## src/rtl/core/htok_pkg.sv

```systemverilog
// Package for the HTTP request tokenizer.
// Holds field widths, character codes, phase/kind/action types and the result struct.
// No dependencies.
package htok_pkg;

    localparam int DATA_W = 8;
    localparam int POS_W  = 12;
    localparam int KIND_W = 3;

    localparam logic [DATA_W-1:0] CH_NUL = 8'h00;
    localparam logic [DATA_W-1:0] CH_LF  = 8'h0A;
    localparam logic [DATA_W-1:0] CH_CR  = 8'h0D;
    localparam logic [DATA_W-1:0] CH_SP  = 8'h20;

    localparam logic [POS_W-1:0] FIELD_MAX = {POS_W{1'b1}};

    // Parse phase; codes 5 to 7 are never entered and end the request
    typedef enum logic [2:0] {
        PH_METHOD   = 3'd0,
        PH_TARGET   = 3'd1,
        PH_VERSION  = 3'd2,
        PH_HEADER   = 3'd3,
        PH_AFTER_LF = 3'd4
    } t_phase;

    typedef enum logic [KIND_W-1:0] {
        KIND_METHOD  = 3'd0,
        KIND_TARGET  = 3'd1,
        KIND_VERSION = 3'd2,
        KIND_HEADER  = 3'd3,
        KIND_END     = 3'd4
    } t_kind;

    // What one byte does to the parser
    typedef enum logic [1:0] {
        ACT_SKIP   = 2'd0,
        ACT_COUNT  = 2'd1,
        ACT_CLOSE  = 2'd2,
        ACT_FINISH = 2'd3
    } t_action;

    typedef struct packed {
        t_kind              kind;
        logic [POS_W-1:0]   start;
        logic [POS_W-1:0]   length;
        logic               done;
    } t_token;

    // Handshake between parser and output stage
    typedef struct packed {
        logic   load;
        logic   free;
    } t_out_ctl;

endpackage

```

## src/rtl/core/htok_if.sv

```systemverilog
// Channel interfaces of the HTTP request tokenizer: byte requests in, tokens out.
// Depends on htok_pkg for widths.
interface htok_byte_if;
    logic                               valid;
    logic                               ready;
    logic [htok_pkg::DATA_W-1:0]        data_byte;

    modport source (output valid, output data_byte, input ready);
    modport sink   (input valid, input data_byte, output ready);
endinterface

interface htok_token_if;
    logic                               valid;
    logic                               ready;
    logic [htok_pkg::KIND_W-1:0]        token_kind;
    logic [htok_pkg::POS_W-1:0]         token_start;
    logic [htok_pkg::POS_W-1:0]         token_length;
    logic                               request_done;

    modport source (output valid, output token_kind, output token_start,
                    output token_length, output request_done, input ready);
    modport sink   (input valid, input token_kind, input token_start,
                    input token_length, input request_done, output ready);
endinterface

```

## src/rtl/core/htok_in_stage.sv

```systemverilog
// Input register of the tokenizer: holds one byte request until the parser takes it.
// Depends on htok_pkg.
module htok_in_stage (
    input  logic                        i_clk,
    input  logic                        i_rst_n,
    input  logic                        i_valid,
    input  logic [htok_pkg::DATA_W-1:0] i_data_byte,
    output logic                        o_ready,
    input  logic                        i_consume,
    output logic                        o_valid,
    output logic [htok_pkg::DATA_W-1:0] o_data_byte
);
    import htok_pkg::*;

    logic                r_valid;
    logic [DATA_W-1:0]   r_byte;
    logic                n_valid;
    logic                w_load;

    // Take a new byte when empty or when the held one moves on
    assign o_ready = !r_valid || i_consume;
    assign w_load  = i_valid && o_ready;
    assign n_valid = w_load || (r_valid && !i_consume);

    always_ff @(posedge i_clk) begin
        if (!i_rst_n) begin
            r_valid <= 1'b0;
        end else begin
            r_valid <= n_valid;
        end
    end

    // Payload needs no reset
    always_ff @(posedge i_clk) begin
        if (w_load) begin
            r_byte <= i_data_byte;
        end
    end

    assign o_valid     = r_valid;
    assign o_data_byte = r_byte;

endmodule

```

## src/rtl/core/htok_parser.sv

```systemverilog
// Parser core: phase, position, token origin and length registers, plus byte decode.
// Depends on htok_pkg.
module htok_parser #(
    parameter int MAX_REQUEST_BYTES = 4096
) (
    input  logic                        i_clk,
    input  logic                        i_rst_n,
    input  logic                        i_valid,
    input  logic [htok_pkg::DATA_W-1:0] i_data_byte,
    input  htok_pkg::t_out_ctl          i_out_ctl,
    output logic                        o_consume,
    output htok_pkg::t_out_ctl          o_out_ctl,
    output htok_pkg::t_token            o_token
);
    import htok_pkg::*;

    localparam int PosLimitInt = (MAX_REQUEST_BYTES - 1 > int'(FIELD_MAX)) ?
                                 int'(FIELD_MAX) : MAX_REQUEST_BYTES - 1;
    localparam logic [POS_W-1:0] PosLimit = POS_W'(PosLimitInt);

    t_phase             r_phase, n_phase;
    logic [POS_W-1:0]   r_pos, n_pos;
    logic [POS_W-1:0]   r_origin, n_origin;
    logic [POS_W-1:0]   r_len, n_len;

    t_phase             w_eff;
    t_action            w_act;
    logic [POS_W-1:0]   w_pos_inc;
    logic               w_produce;

    // Byte just after a header LF that is not CR, LF or zero opens a header line
    assign w_eff     = (r_phase == PH_AFTER_LF) ? PH_HEADER : r_phase;
    assign w_pos_inc = (r_pos >= PosLimit) ? PosLimit : r_pos + POS_W'(1);

    // Decode the byte into one action
    always_comb begin
        w_act = ACT_FINISH;
        priority if (r_phase == PH_AFTER_LF && i_data_byte == CH_CR) begin
            w_act = ACT_SKIP;
        end else if (r_phase == PH_AFTER_LF && i_data_byte == CH_LF) begin
            w_act = ACT_FINISH;
        end else if (i_data_byte == CH_NUL) begin
            w_act = ACT_FINISH;
        end else if (w_eff == PH_METHOD || w_eff == PH_TARGET) begin
            w_act = (i_data_byte == CH_SP) ? ACT_CLOSE : ACT_COUNT;
        end else if (w_eff == PH_VERSION || w_eff == PH_HEADER) begin
            if (i_data_byte == CH_CR) begin
                w_act = ACT_SKIP;
            end else if (i_data_byte == CH_LF) begin
                w_act = ACT_CLOSE;
            end else begin
                w_act = ACT_COUNT;
            end
        end else begin
            w_act = ACT_FINISH;
        end
    end

    // Advance unless a result is due and the output stage is full
    assign w_produce = (w_act == ACT_CLOSE) || (w_act == ACT_FINISH);
    assign o_consume = i_valid && (!w_produce || i_out_ctl.free);
    assign o_out_ctl.load = o_consume && w_produce;
    assign o_out_ctl.free = 1'b0;

    // Next state
    always_comb begin
        n_phase  = r_phase;
        n_pos    = r_pos;
        n_origin = r_origin;
        n_len    = r_len;
        if (o_consume) begin
            unique case (w_act)
                ACT_SKIP: begin
                    n_pos = w_pos_inc;
                end
                ACT_COUNT: begin
                    n_phase = w_eff;
                    n_pos   = w_pos_inc;
                    n_len   = (r_len < FIELD_MAX) ? r_len + POS_W'(1) : r_len;
                end
                ACT_CLOSE: begin
                    n_pos    = w_pos_inc;
                    n_origin = w_pos_inc;
                    n_len    = '0;
                    unique case (w_eff)
                        PH_METHOD:  n_phase = PH_TARGET;
                        PH_TARGET:  n_phase = PH_VERSION;
                        PH_VERSION: n_phase = PH_HEADER;
                        default:    n_phase = PH_AFTER_LF;
                    endcase
                end
                default: begin
                    n_phase  = PH_METHOD;
                    n_pos    = '0;
                    n_origin = '0;
                    n_len    = '0;
                end
            endcase
        end
    end

    // Result fields
    always_comb begin
        o_token.start  = r_origin;
        o_token.length = r_len;
        o_token.done   = 1'b0;
        unique case (w_eff)
            PH_METHOD:  o_token.kind = KIND_METHOD;
            PH_TARGET:  o_token.kind = KIND_TARGET;
            PH_VERSION: o_token.kind = KIND_VERSION;
            default:    o_token.kind = KIND_HEADER;
        endcase
        if (w_act == ACT_FINISH) begin
            o_token.kind   = KIND_END;
            o_token.start  = r_pos;
            o_token.length = '0;
            o_token.done   = 1'b1;
        end
    end

    always_ff @(posedge i_clk) begin
        if (!i_rst_n) begin
            r_phase  <= PH_METHOD;
            r_pos    <= '0;
            r_origin <= '0;
            r_len    <= '0;
        end else begin
            r_phase  <= n_phase;
            r_pos    <= n_pos;
            r_origin <= n_origin;
            r_len    <= n_len;
        end
    end

endmodule

```

## src/rtl/core/htok_out_stage.sv

```systemverilog
// Output register of the tokenizer: holds one token until the receiver takes it.
// Depends on htok_pkg.
module htok_out_stage (
    input  logic                i_clk,
    input  logic                i_rst_n,
    input  htok_pkg::t_out_ctl  i_ctl,
    input  htok_pkg::t_token    i_token,
    output htok_pkg::t_out_ctl  o_ctl,
    output logic                o_valid,
    input  logic                i_ready,
    output htok_pkg::t_token    o_token
);
    import htok_pkg::*;

    logic    r_valid, n_valid;
    t_token  r_token;

    // Free when empty or being drained this cycle
    assign o_ctl.free = !r_valid || i_ready;
    assign o_ctl.load = i_ctl.load;
    assign n_valid    = i_ctl.load || (r_valid && !i_ready);

    always_ff @(posedge i_clk) begin
        if (!i_rst_n) begin
            r_valid <= 1'b0;
        end else begin
            r_valid <= n_valid;
        end
    end

    always_ff @(posedge i_clk) begin
        if (i_ctl.load) begin
            r_token <= i_token;
        end
    end

    assign o_valid = r_valid;
    assign o_token = r_token;

endmodule

```

## src/rtl/core/http_request_tokenizer_top.sv

```systemverilog
// HTTP request tokenizer.
// Channels: i_req carries one request byte per handshake (valid/ready, data_byte); a zero
// byte marks the end of the buffer. o_tok carries tokens: token_kind (0 method, 1 target,
// 2 version, 3 header line, 4 end of request), token_start, token_length, request_done.
// A byte produces zero or one token.
// Throughput: one byte per cycle while o_tok is ready; the parser state update is a single
// compare-and-increment step, so a byte can follow in every cycle.
// Path: an accepted byte passes the input register, then its token the output register, before o_tok.
// Stall: the input register takes one more byte while a token waits on o_tok; bytes that
// produce no token keep flowing; a byte that ends a token waits in the input register.
// Reset (i_rst_n low, synchronous): both stages empty, parser back to the method phase at
// offset zero. After each end-of-request token the parser restarts the same way.
// Offsets saturate at min(MAX_REQUEST_BYTES - 1, 4095); lengths saturate at 4095.
// Depends on htok_pkg, htok_if, htok_in_stage, htok_parser, htok_out_stage.
module http_request_tokenizer_top #(
    parameter int MAX_REQUEST_BYTES = 4096
) (
    input  logic            i_clk,
    input  logic            i_rst_n,
    htok_byte_if.sink       i_req,
    htok_token_if.source    o_tok
);
    import htok_pkg::*;

    logic                w_in_valid;
    logic [DATA_W-1:0]   w_in_byte;
    logic                w_consume;
    t_out_ctl            w_load_ctl;
    t_out_ctl            w_free_ctl;
    t_token              w_token;
    t_token              w_out_token;

    htok_in_stage u_in (
        .i_clk       (i_clk),
        .i_rst_n     (i_rst_n),
        .i_valid     (i_req.valid),
        .i_data_byte (i_req.data_byte),
        .o_ready     (i_req.ready),
        .i_consume   (w_consume),
        .o_valid     (w_in_valid),
        .o_data_byte (w_in_byte)
    );

    htok_parser #(
        .MAX_REQUEST_BYTES (MAX_REQUEST_BYTES)
    ) u_parser (
        .i_clk       (i_clk),
        .i_rst_n     (i_rst_n),
        .i_valid     (w_in_valid),
        .i_data_byte (w_in_byte),
        .i_out_ctl   (w_free_ctl),
        .o_consume   (w_consume),
        .o_out_ctl   (w_load_ctl),
        .o_token     (w_token)
    );

    htok_out_stage u_out (
        .i_clk   (i_clk),
        .i_rst_n (i_rst_n),
        .i_ctl   (w_load_ctl),
        .i_token (w_token),
        .o_ctl   (w_free_ctl),
        .o_valid (o_tok.valid),
        .i_ready (o_tok.ready),
        .o_token (w_out_token)
    );

    // Drive the token channel payload
    assign o_tok.token_kind   = w_out_token.kind;
    assign o_tok.token_start  = w_out_token.start;
    assign o_tok.token_length = w_out_token.length;
    assign o_tok.request_done = w_out_token.done;

endmodule

```

## src/flat_wrapper.sv

```systemverilog
// flat-port wrapper written by rule: the top's interface ports become plain ports
module http_request_tokenizer_top_flat import htok_pkg::*;
#(
    parameter int MAX_REQUEST_BYTES = 4096
)
  (i_clk, i_rst_n, i_req_valid, i_req_data_byte, i_req_ready, o_tok_valid, o_tok_token_kind, o_tok_token_start, o_tok_token_length, o_tok_request_done, o_tok_ready);
  htok_byte_if i_req_i ();
  htok_token_if o_tok_i ();
  input  logic i_clk;
  input  logic i_rst_n;
  input wire logic [$bits(i_req_i.valid)-1:0] i_req_valid;
  input wire logic [$bits(i_req_i.data_byte)-1:0] i_req_data_byte;
  output wire logic [$bits(i_req_i.ready)-1:0] i_req_ready;
  output wire logic [$bits(o_tok_i.valid)-1:0] o_tok_valid;
  output wire logic [$bits(o_tok_i.token_kind)-1:0] o_tok_token_kind;
  output wire logic [$bits(o_tok_i.token_start)-1:0] o_tok_token_start;
  output wire logic [$bits(o_tok_i.token_length)-1:0] o_tok_token_length;
  output wire logic [$bits(o_tok_i.request_done)-1:0] o_tok_request_done;
  input wire logic [$bits(o_tok_i.ready)-1:0] o_tok_ready;
  assign i_req_i.valid = i_req_valid;
  assign i_req_i.data_byte = i_req_data_byte;
  assign i_req_ready = i_req_i.ready;
  assign o_tok_valid = o_tok_i.valid;
  assign o_tok_token_kind = o_tok_i.token_kind;
  assign o_tok_token_start = o_tok_i.token_start;
  assign o_tok_token_length = o_tok_i.token_length;
  assign o_tok_request_done = o_tok_i.request_done;
  assign o_tok_i.ready = o_tok_ready;
  http_request_tokenizer_top #(.MAX_REQUEST_BYTES(MAX_REQUEST_BYTES)) u_core (.i_clk(i_clk), .i_rst_n(i_rst_n), .i_req(i_req_i), .o_tok(o_tok_i));
endmodule
```

## config.mk

```make
export PLATFORM = sky130hd
export DESIGN_NAME = http_request_tokenizer_top_flat
export DESIGN_NICKNAME = d
export VERILOG_FILES = /design/src/rtl/core/htok_pkg.sv /design/src/rtl/core/htok_if.sv /design/src/rtl/core/htok_in_stage.sv /design/src/rtl/core/htok_parser.sv /design/src/rtl/core/htok_out_stage.sv /design/src/rtl/core/http_request_tokenizer_top.sv /design/src/flat_wrapper.sv
export SDC_FILE = /design/constraint.sdc
export NUM_CORES = 1
export LEC_CHECK = 0
export BUFFER_PORTS_ARGS = -buffer_cell sky130_fd_sc_hd__buf_2
export CORE_ASPECT_RATIO = 1.4
export CORE_MARGIN = 1.5
export CORE_UTILIZATION = 58
export CTS_BUF_LIST = sky130_fd_sc_hd__clkbuf_16
export CTS_CLUSTER_DIAMETER = 120
export CTS_CLUSTER_SIZE = 25
export DETAILED_ROUTE_END_ITERATION = 7
export HOLD_SLACK_MARGIN = 0.06
export PLACE_DENSITY = 0.76
export REMOVE_ABC_BUFFERS = 1
export SLEW_MARGIN = 25
export SYNTH_ARGS = -nofsm -noshare
export SYNTH_HDL_FRONTEND = slang
export SYNTH_SLANG_ARGS = --single-unit
```

## constraint.sdc

```tcl
create_clock -name i_clk -period 5.2 [get_ports i_clk]
set_input_delay 0.52 -clock i_clk [delete_from_list [all_inputs] [get_ports i_clk]]
set_output_delay 0.52 -clock i_clk [all_outputs]
set_load 0.02 [all_outputs]
```

==> results by group, run 1 <==
Cells and area
  • Area occupied by registers: 0.00190 sq mm
  • Layout cell share with drive strength beyond 1: 17.4%
  • Inserted Diodes: 0
  • Post-Layout Cell Count: 517
  • Multi-input gate area: 0.00180 sq mm
  • Core Util, Final: 67.8%
  • Layout Cell Area excl Fill: 0.00442 sq mm
  • Count of fill cells added during filler insertion: 513
  • Net count of the finished layout: 454
  • Area growth from synthesis to final layout: 13.9%

Floorplan
  • Std cell rows: 35
  • I/O pin cnt: 42
  • Starting density of the core: 59.5%
  • Area of the die: 0.00721 sq mm
  • Area of the core: 0.00653 sq mm
  • Horizontal extent of the die: 72.2 um
  • Height of the die: 99.8 um

Timing
  • Transition at the pin with the smallest max-transition slack: 0.948 ns
  • Setup TNS: 0 ns
  • Worst Hold Slack: 0.364 ns
  • Minimum setup slack in the final design: 1.26 ns
  • Clock tree skew after final layout: 0.0101 ns
  • RSZ-0062 raised after global routing: no
  • Final setup violating endpoints: 0
  • Final Hold Viols: 0
  • Max-slew violation count: 0
  • Portion of the clock cycle consumed by the worst path in the final layout: 75.8%
  • Final critical path time including I/O delays and setup: 3.94 ns
  • Timing-limited maximum frequency: 254 MHz
  • Relative slew margins: 36.3%

Place
  • Placed wire-length estimate after detailed placement: 5720 um
  • Post-DP Area: 0.00410 sq mm
  • Post-placement setup slack: 1.00 ns
  • Placed Cells incl. Taps: 500
  • RD Place Congestion: 0.903
  • Input/output buffers: 41

Worst setup path
  • Required time of the worst setup path: 5.40 ns
  • Largest incremental delay on the critical path: 0.55 ns
  • Critical Path, Cell by Cell: nor3_1, o211ai_2, and2_1, buf_4, nand2_1, ha_1, nor2b_1, a32oi_2, buf_6, buf_4, nor3_2, buf_4, mux2i_1
  • Highest fanout seen on the critical path: 25
  • Data arrival time of the worst path: 4.14 ns
  • Critical path endpoint category: register
  • Type of element launching the critical path: register
  • Cell at the slowest stage of the critical path: sky130_fd_sc_hd__ha_1
  • Top cell by count, worst path: sky130_fd_sc_hd__buf_4
  • Path type of the worst setup path: register to register

Detailed routing
  • Number of design rule violations left after detail routing: 0
  • WL final: 8790 um
  • Detailed-route via count: 3345
  • Antenna-violating nets left: 0
  • Average routed wire per standard cell: 17.0 um
  • Number of vias per cell: 6.47
  • Number of detailed-route iterations in the first pass: 5
  • Initial DRC Count: 335

Synthesis
  • Distinct cell type count of the synthesized netlist: 63
  • Sequential share of the synthesized area: 49.0%
  • Warning count from the yosys run: 0
  • Area share of the leading cell type in the synthesized netlist: 27.8%
  • Share of flip-flops with an asynchronous set or reset: 0%
  • Number of synthesized register bits: 77
  • Flip-flop cell with the highest count after synthesis: sky130_fd_sc_hd__dfxtp_1
  • Post-synthesis cell count: 410
  • Leading cell types by total area after synthesis: sky130_fd_sc_hd__edfxtp_1 28%, sky130_fd_sc_hd__dfxtp_1 21%, sky130_fd_sc_hd__nand2_1 6.8%
  • Synthesized cell area: 0.00388 sq mm
  • Post-synth EDFFs: 36
  • Mean Syn Cell Area: 9.48 sq um
  • Synth area leader: sky130_fd_sc_hd__edfxtp_1

Pwr
  • Clock share of power: 48.2%
  • Power per cell area: 307 mW/mm^2
  • Switching power of the nets: 282 uW
  • Static leakage: 1.66 nW
  • Part of the power in combinational logic: 4.0%
  • Total power after layout: 1.36 mW
  • Design internal power: 1.08 mW
  • Switching portion of total power: 20.7%
  • Maximum ir drop on the vdd rail: 256 uV
  • Sequential Power Share: 47.8%

CTS
  • Buffer levels on the longest clock path: 2
  • Clock root buffer master: sky130_fd_sc_hd__clkbuf_16
  • Cells resized by post-CTS repair: 0
  • TritonCTS clock tree: done
  • Number of hold buffers added after CTS: 0
  • Clock-pin slew on the worst setup and hold paths: 0.06 ns
  • Total clock sinks: 77
  • Count of H-tree levels built during CTS: 3
  • Clock insertion delay at the later pin of the skew report: 0.33 ns
  • Post-CTS setup-driven buffer insertion count: 0
  • Cts bufs inserted: 9

Global route
  • Number of antenna violations at the first check in global routing: 0
  • Total routing resource utilization after global routing: 25.1%
  • Grt total ovfl: 0
  • Number of global-route vias before repair: 3121
  • Pin count of the biggest net entering global routing: 42
  • First-pass GRT wire length: 14300 um

Min path
  • Hold/Removal Path Class: input pin to register

Job
  • Max-cap check violation count: 0

Status
  • Run status: completed
## cells by family after synthesis
| kind of cell | synth area share (%) |
|---|---|
| buffers and inverters | 4.73 |
| xor gates and xnor gates | 1.13 |
| and+or+nand+nor | 23.9 |
| DFF | 49.0 |
| adders and majority gates | 1.29 |
| muxes | 3.09 |
| AOI/OAI and AO/OA | 16.9 |
## placed cells by master, fill, tap and decap left out, types with 2 or more instances in the layout
master	synthesis	routed
sky130_fd_sc_hd__a41oi_1	2	2
sky130_fd_sc_hd__o21a_1	3	3
sky130_fd_sc_hd__nor2_1	5	5
sky130_fd_sc_hd__ha_1	4	4
sky130_fd_sc_hd__nand2b_1	2	2
sky130_fd_sc_hd__o211ai_1	7	7
sky130_fd_sc_hd__nand3_1	25	25
sky130_fd_sc_hd__a22oi_1	2	2
sky130_fd_sc_hd__inv_1	7	9
sky130_fd_sc_hd__nand4b_1	2	2
sky130_fd_sc_hd__nand4_1	6	6
sky130_fd_sc_hd__clkinvlp_4	0	2
sky130_fd_sc_hd__or3_1	4	4
sky130_fd_sc_hd__buf_2	6	41
sky130_fd_sc_hd__nand2_1	70	70
sky130_fd_sc_hd__nand3b_1	3	3
sky130_fd_sc_hd__o22ai_1	3	3
sky130_fd_sc_hd__o41ai_1	5	5
sky130_fd_sc_hd__and3_1	18	18
sky130_fd_sc_hd__o31ai_1	2	2
sky130_fd_sc_hd__dfxtp_1	41	41
sky130_fd_sc_hd__o21ai_1	8	8
sky130_fd_sc_hd__xnor2_1	3	3
sky130_fd_sc_hd__xor2_1	2	2
sky130_fd_sc_hd__clkbuf_16	0	9
sky130_fd_sc_hd__or4_1	5	5
sky130_fd_sc_hd__inv_2	4	4
sky130_fd_sc_hd__nor3_1	16	16
sky130_fd_sc_hd__o311ai_1	7	7
sky130_fd_sc_hd__o21ai_0	5	5
sky130_fd_sc_hd__o221a_1	2	2
sky130_fd_sc_hd__nor2b_1	3	3
sky130_fd_sc_hd__and4_1	3	3
sky130_fd_sc_hd__a21oi_1	32	31
sky130_fd_sc_hd__mux2i_1	12	12
sky130_fd_sc_hd__buf_4	2	7
sky130_fd_sc_hd__edfxtp_1	36	36
sky130_fd_sc_hd__a31oi_1	4	4
sky130_fd_sc_hd__or3b_1	2	2
sky130_fd_sc_hd__bufinv_16	0	2
## state kept, by name, indices dropped and copies added, names as in the netlist
signal,flops
u_core.u_out.o_token,28
u_core.u_parser.r_len,12
u_core.u_parser.r_origin,12
u_core.u_parser.r_pos,12
u_core.u_in.o_data_byte,8
u_core.u_parser.r_phase,3
u_core.u_in.o_valid,1
u_core.u_out.o_valid,1
## power by group through the flow
stage,Combinational [mW],Clock (mW),Sequential [mW]
global placement,0.0503,0,0.661
finish,0.0541,0.656,0.649
floorplan,0.0311,0,0.660
detailed placement,0.0516,0,0.662
global route,0.0585,0.682,0.651
CTS,0.0523,0.660,0.649
## area by class of cell
type | instances | area share [%]
clock buffer | 9 | 5.09
sequential | 77 | 43.0
inverter | 11 | 0.933
clock inverter | 7 | 2.06
tap | 74 | 2.09
multi-input combinational | 290 | 40.8
timing repair buffer | 49 | 6.08
## per-layer routing
layer	global-route usage [%]	vias up	part of all wire (%)
met2	45.0	115	52
met3	4.42	22	4.0
met4	10.7	0	2.6
met5	0	-	0
met1	29.1	1609	41
li1	-	1599	-
## synth_stat cells (2+ instances only)
| library cell | number |
|---|---|
| sky130_fd_sc_hd__edfxtp_1 | 36 |
| sky130_fd_sc_hd__nand4b_1 | 2 |
| sky130_fd_sc_hd__buf_2 | 6 |
| sky130_fd_sc_hd__a22oi_1 | 2 |
| sky130_fd_sc_hd__a21oi_1 | 32 |
| sky130_fd_sc_hd__xor2_1 | 2 |
| sky130_fd_sc_hd__o21ai_1 | 8 |
| sky130_fd_sc_hd__inv_1 | 7 |
| sky130_fd_sc_hd__nand3_1 | 25 |
| sky130_fd_sc_hd__nand4_1 | 6 |
| sky130_fd_sc_hd__or3_1 | 4 |
| sky130_fd_sc_hd__and4_1 | 3 |
| sky130_fd_sc_hd__o22ai_1 | 3 |
| sky130_fd_sc_hd__o211ai_1 | 7 |
| sky130_fd_sc_hd__o311ai_1 | 7 |
| sky130_fd_sc_hd__nand3b_1 | 3 |
| sky130_fd_sc_hd__inv_2 | 4 |
| sky130_fd_sc_hd__nor3_1 | 16 |
| sky130_fd_sc_hd__o31ai_1 | 2 |
| sky130_fd_sc_hd__buf_1 | 2 |
| sky130_fd_sc_hd__nand2b_1 | 2 |
| sky130_fd_sc_hd__o41ai_1 | 5 |
| sky130_fd_sc_hd__nand2_1 | 70 |
| sky130_fd_sc_hd__a41oi_1 | 2 |
| sky130_fd_sc_hd__nor2_1 | 5 |
| sky130_fd_sc_hd__o21a_1 | 3 |
| sky130_fd_sc_hd__xnor2_1 | 3 |
| sky130_fd_sc_hd__buf_4 | 2 |
| sky130_fd_sc_hd__a31oi_1 | 4 |
| sky130_fd_sc_hd__nor2b_1 | 3 |
| sky130_fd_sc_hd__and3_1 | 18 |
| sky130_fd_sc_hd__dfxtp_1 | 41 |
| sky130_fd_sc_hd__o21ai_0 | 5 |
| sky130_fd_sc_hd__o221a_1 | 2 |
| sky130_fd_sc_hd__or3b_1 | 2 |
| sky130_fd_sc_hd__clkbuf_1 | 21 |
| sky130_fd_sc_hd__or4_1 | 5 |
| sky130_fd_sc_hd__ha_1 | 4 |
| sky130_fd_sc_hd__mux2i_1 | 12 |
## worst paths after layout
check	slack, ns	depth (start not counted)	endpoint	start
hold reg to reg	0.46	2	u_core.u_parser.r_origin[8]$_SDFFE_PN0P_	u_core.u_parser.r_origin[8]$_SDFFE_PN0P_
setup / recovery	1.26	13	u_core.u_parser.r_origin[4]$_SDFFE_PN0P_	u_core.u_in.o_data_byte[4]$_DFFE_PP_
setup reg to reg	1.26	13	u_core.u_parser.r_origin[4]$_SDFFE_PN0P_	u_core.u_in.o_data_byte[4]$_DFFE_PP_
hold / removal	0.36	1	u_core.u_in.o_data_byte[0]$_DFFE_PP_	i_req_data_byte[0]
## critical path: cells and delay by family, from the launching register on
family	cells	cell delay (ns)
simple gates	5	0.99
mux	1	0.14
compound gates	2	0.87
buf+inv	4	0.87
fa+ha+maj	1	0.55
flops	1	0.38
Power figures use the tool's default switching activity.
==> inputs of run 2 (changes only) <==
==> constraint.sdc (replaced) <==
create_clock -name i_clk -period 3.8 [get_ports i_clk]
set_input_delay 0.38 -clock i_clk [delete_from_list [all_inputs] [get_ports i_clk]]
set_output_delay 0.38 -clock i_clk [all_outputs]
set_load 0.02 [all_outputs]
==> run 2 against run 1 <==
Against the previous run: sequential share of layout area is 0.33 points higher; first-iteration DRC count increased by 10%; cell area shrank 0.76%; critical endpoint is now i_req_ready.
==> results by group, run 2 (synthesis results as in run 1) <==
Floorplan
  • Height of the die: 99.8 um (unchanged)
  • Starting density of the core: 59.5% (unchanged)
  • Std cell rows: 35 (unchanged)
  • I/O pin cnt: 42 (unchanged)
  • Horizontal extent of the die: 72.2 um (unchanged)
  • Area of the die: 0.00721 sq mm (unchanged)
  • Area of the core: 0.00653 sq mm (unchanged)

CTS
  • Total clock sinks: 77 (unchanged)
  • Cts bufs inserted: 9 (unchanged)
  • Clock root buffer master: sky130_fd_sc_hd__clkbuf_16
  • Clock-pin slew on the worst setup and hold paths: 0.05 ns (about the same)
  • Clock insertion delay at the later pin of the skew report: 0.34 ns (about the same)
  • Number of hold buffers added after CTS: 0 (unchanged)
  • Post-CTS setup-driven buffer insertion count: 0 (unchanged)
  • Cells resized by post-CTS repair: 0 (unchanged)
  • TritonCTS clock tree: done
  • Buffer levels on the longest clock path: 2 (unchanged)
  • Count of H-tree levels built during CTS: 3 (unchanged)

Job
  • Max-cap check violation count: 0 (unchanged)

Pwr
  • Switching portion of total power: 21.6% (+0.89 points)
  • Maximum ir drop on the vdd rail: 231 uV (-9.4%)
  • Static leakage: 1.65 nW (-0.86%)
  • Power per cell area: 407 mW/mm^2 (+32%)
  • Total power after layout: 1.79 mW (+31%)
  • Design internal power: 1.40 mW (+30%)
  • Sequential Power Share: 49.8% (+2.0 points)
  • Part of the power in combinational logic: 3.9% (about the same)
  • Clock share of power: 46.3% (-1.9 points)
  • Switching power of the nets: 386 uW (+37%)

Cells and area
  • Leading cell type in the layout, fill and taps excluded: sky130_fd_sc_hd__nand2_1
  • Count of fill cells added during filler insertion: 523 (+1.9%)
  • Post-Layout Cell Count: 517 (unchanged)
  • Layout cell share with drive strength beyond 1: 17.2% (-0.23 points)
  • Layout Cell Area excl Fill: 0.00439 sq mm (-0.76%)
  • Most frequent cells in the layout: 70 x sky130_fd_sc_hd__nand2_1, 41 x sky130_fd_sc_hd__buf_2, 41 x sky130_fd_sc_hd__dfxtp_1
  • Net count of the finished layout: 454 (unchanged)
  • Area occupied by registers: 0.00190 sq mm (unchanged)
  • Area growth from synthesis to final layout: 13.0%
  • Multi-input gate area: 0.00180 sq mm (unchanged)
  • Flip-flop count of the largest register after layout: 28 (unchanged)
  • Inserted Diodes: 0 (unchanged)

Timing
  • Transition at the pin with the smallest max-transition slack: 1.00 ns (+0.0557 ns)
  • Timing-limited maximum frequency: 296 MHz
  • Final setup violating endpoints: 0 (unchanged)
  • Clock tree skew after final layout: 0.00652 ns (-0.00357 ns)
  • Max-slew violation count: 0 (unchanged)
  • Final critical path time including I/O delays and setup: 3.38 ns
  • Relative slew margins: 32.6% (-3.7 points)
  • Worst Hold Slack: 0.217 ns (-0.147 ns)
  • Portion of the clock cycle consumed by the worst path in the final layout: 88.9%
  • RSZ-0062 raised after global routing: no
  • Final Hold Viols: 0 (unchanged)
  • Setup TNS: 0 ns (unchanged)

Place
  • RD Place Congestion: 0.889 (-1.5%)
  • Placed Cells incl. Taps: 501 (+0.20%)
  • Placed wire-length estimate after detailed placement: 5670 um (-1.0%)
  • Post-DP Area: 0.00410 sq mm (+0.18%)
  • Input/output buffers: 41 (unchanged)

Worst setup path
  • Data arrival time of the worst path: 3.00 ns (-1.14 ns)
  • Required time of the worst setup path: 3.42 ns (-1.98 ns)
  • Path type of the worst setup path: register to primary output
  • Type of element launching the critical path: register
  • Critical path endpoint category: primary output
  • Highest fanout seen on the critical path: 16 (-36%)

Detailed routing
  • Detailed-route via count: 3337 (-0.24%)
  • Antenna-violating nets left: 0 (unchanged)
  • Number of design rule violations left after detail routing: 0 (unchanged)
  • WL final: 8600 um (-2.2%)
  • Average routed wire per standard cell: 16.6 um (-2.2%)
  • Number of vias per cell: 6.45 (-0.24%)
  • Number of detailed-route iterations in the first pass: 6 (+1)
  • Initial DRC Count: 369 (+10%)

Global route
  • Grt total ovfl: 0 (unchanged)
  • Number of antenna violations at the first check in global routing: 0 (unchanged)
  • Pin count of the biggest net entering global routing: 42 (unchanged)
  • First-pass GRT wire length: 14500 um (+1.5%)
  • Number of global-route vias before repair: 3172 (+1.6%)
  • Total routing resource utilization after global routing: 25.7% (+0.60 points)

Min path
  • Hold/Removal Path Class: input pin to register

Status
  • Run status: completed
[run 2: power groups by stage]
stage / Clock, mW / Combinational [mW] / Sequential (mW)
floorplan: 0 / 0.0426 / 0.903
global placement: 0 / 0.0684 / 0.905
detailed placement: 0 / 0.0699 / 0.906
CTS: 0.831 / 0.0703 / 0.889
global route: 0.871 / 0.0771 / 0.891
finish: 0.826 / 0.0703 / 0.889
[run 2: per-layer routing]
layer / track usage [%] / share of wire (%)
met5: 0 / 0
met3: 6.12 / 4.8
met2: 44.2 / 52
met4: 11.2 / 2.2
met1: 30.5 / 41
[run 2: path summary, 6_finish.rpt]
| path | depth (start not counted) | from | slack, ns | end |
|---|---|---|---|---|
| hold / removal | 1 | i_req_data_byte[0] | 0.22 | u_core.u_in.o_data_byte[0]$_DFFE_PP_ |
| setup / recovery | 11 | u_core.u_in.o_data_byte[0]$_DFFE_PP_ | 0.42 | i_req_ready |
| setup reg to reg | 11 | u_core.u_in.o_data_byte[0]$_DFFE_PP_ | 0.46 | u_core.u_parser.r_len[0]$_SDFFE_PN0P_ |
| hold reg to reg | 2 | u_core.u_parser.r_origin[8]$_SDFFE_PN0P_ | 0.46 | u_core.u_parser.r_origin[8]$_SDFFE_PN0P_ |
[run 2: layout make-up]
cell class              count  area share, %
clock inverters             7           1.40
flip-flops and latches     77           43.3
repair buffers             49           6.04
multi-input cells         290           41.1
clock buffers               9           5.13
well taps                  74           2.11
inverters                  11          0.940
[run 2: worst max-delay path, stage by stage (launching register included)]
cell and delay (ns):
sky130_fd_sc_hd__edfxtp_1 0.43, sky130_fd_sc_hd__or4bb_1 0.60, sky130_fd_sc_hd__o21ai_0 0.24, sky130_fd_sc_hd__nor3_1 0.09
sky130_fd_sc_hd__o21ai_1 0.19, sky130_fd_sc_hd__inv_1 0.07, sky130_fd_sc_hd__ha_1 0.21, sky130_fd_sc_hd__buf_4 0.20
sky130_fd_sc_hd__nand3b_1 0.19, sky130_fd_sc_hd__and4_1 0.24, sky130_fd_sc_hd__inv_1 0.05, sky130_fd_sc_hd__buf_2 0.15
[run 2: metrics by stage]
stage               setup WS, ns  utilization [%]
floorplan                 -0.200                -
global placement           0.651             62.9
detailed placement         0.543             62.9
CTS                        0.446             67.3
global route               0.169             67.3
finish                     0.421             67.3
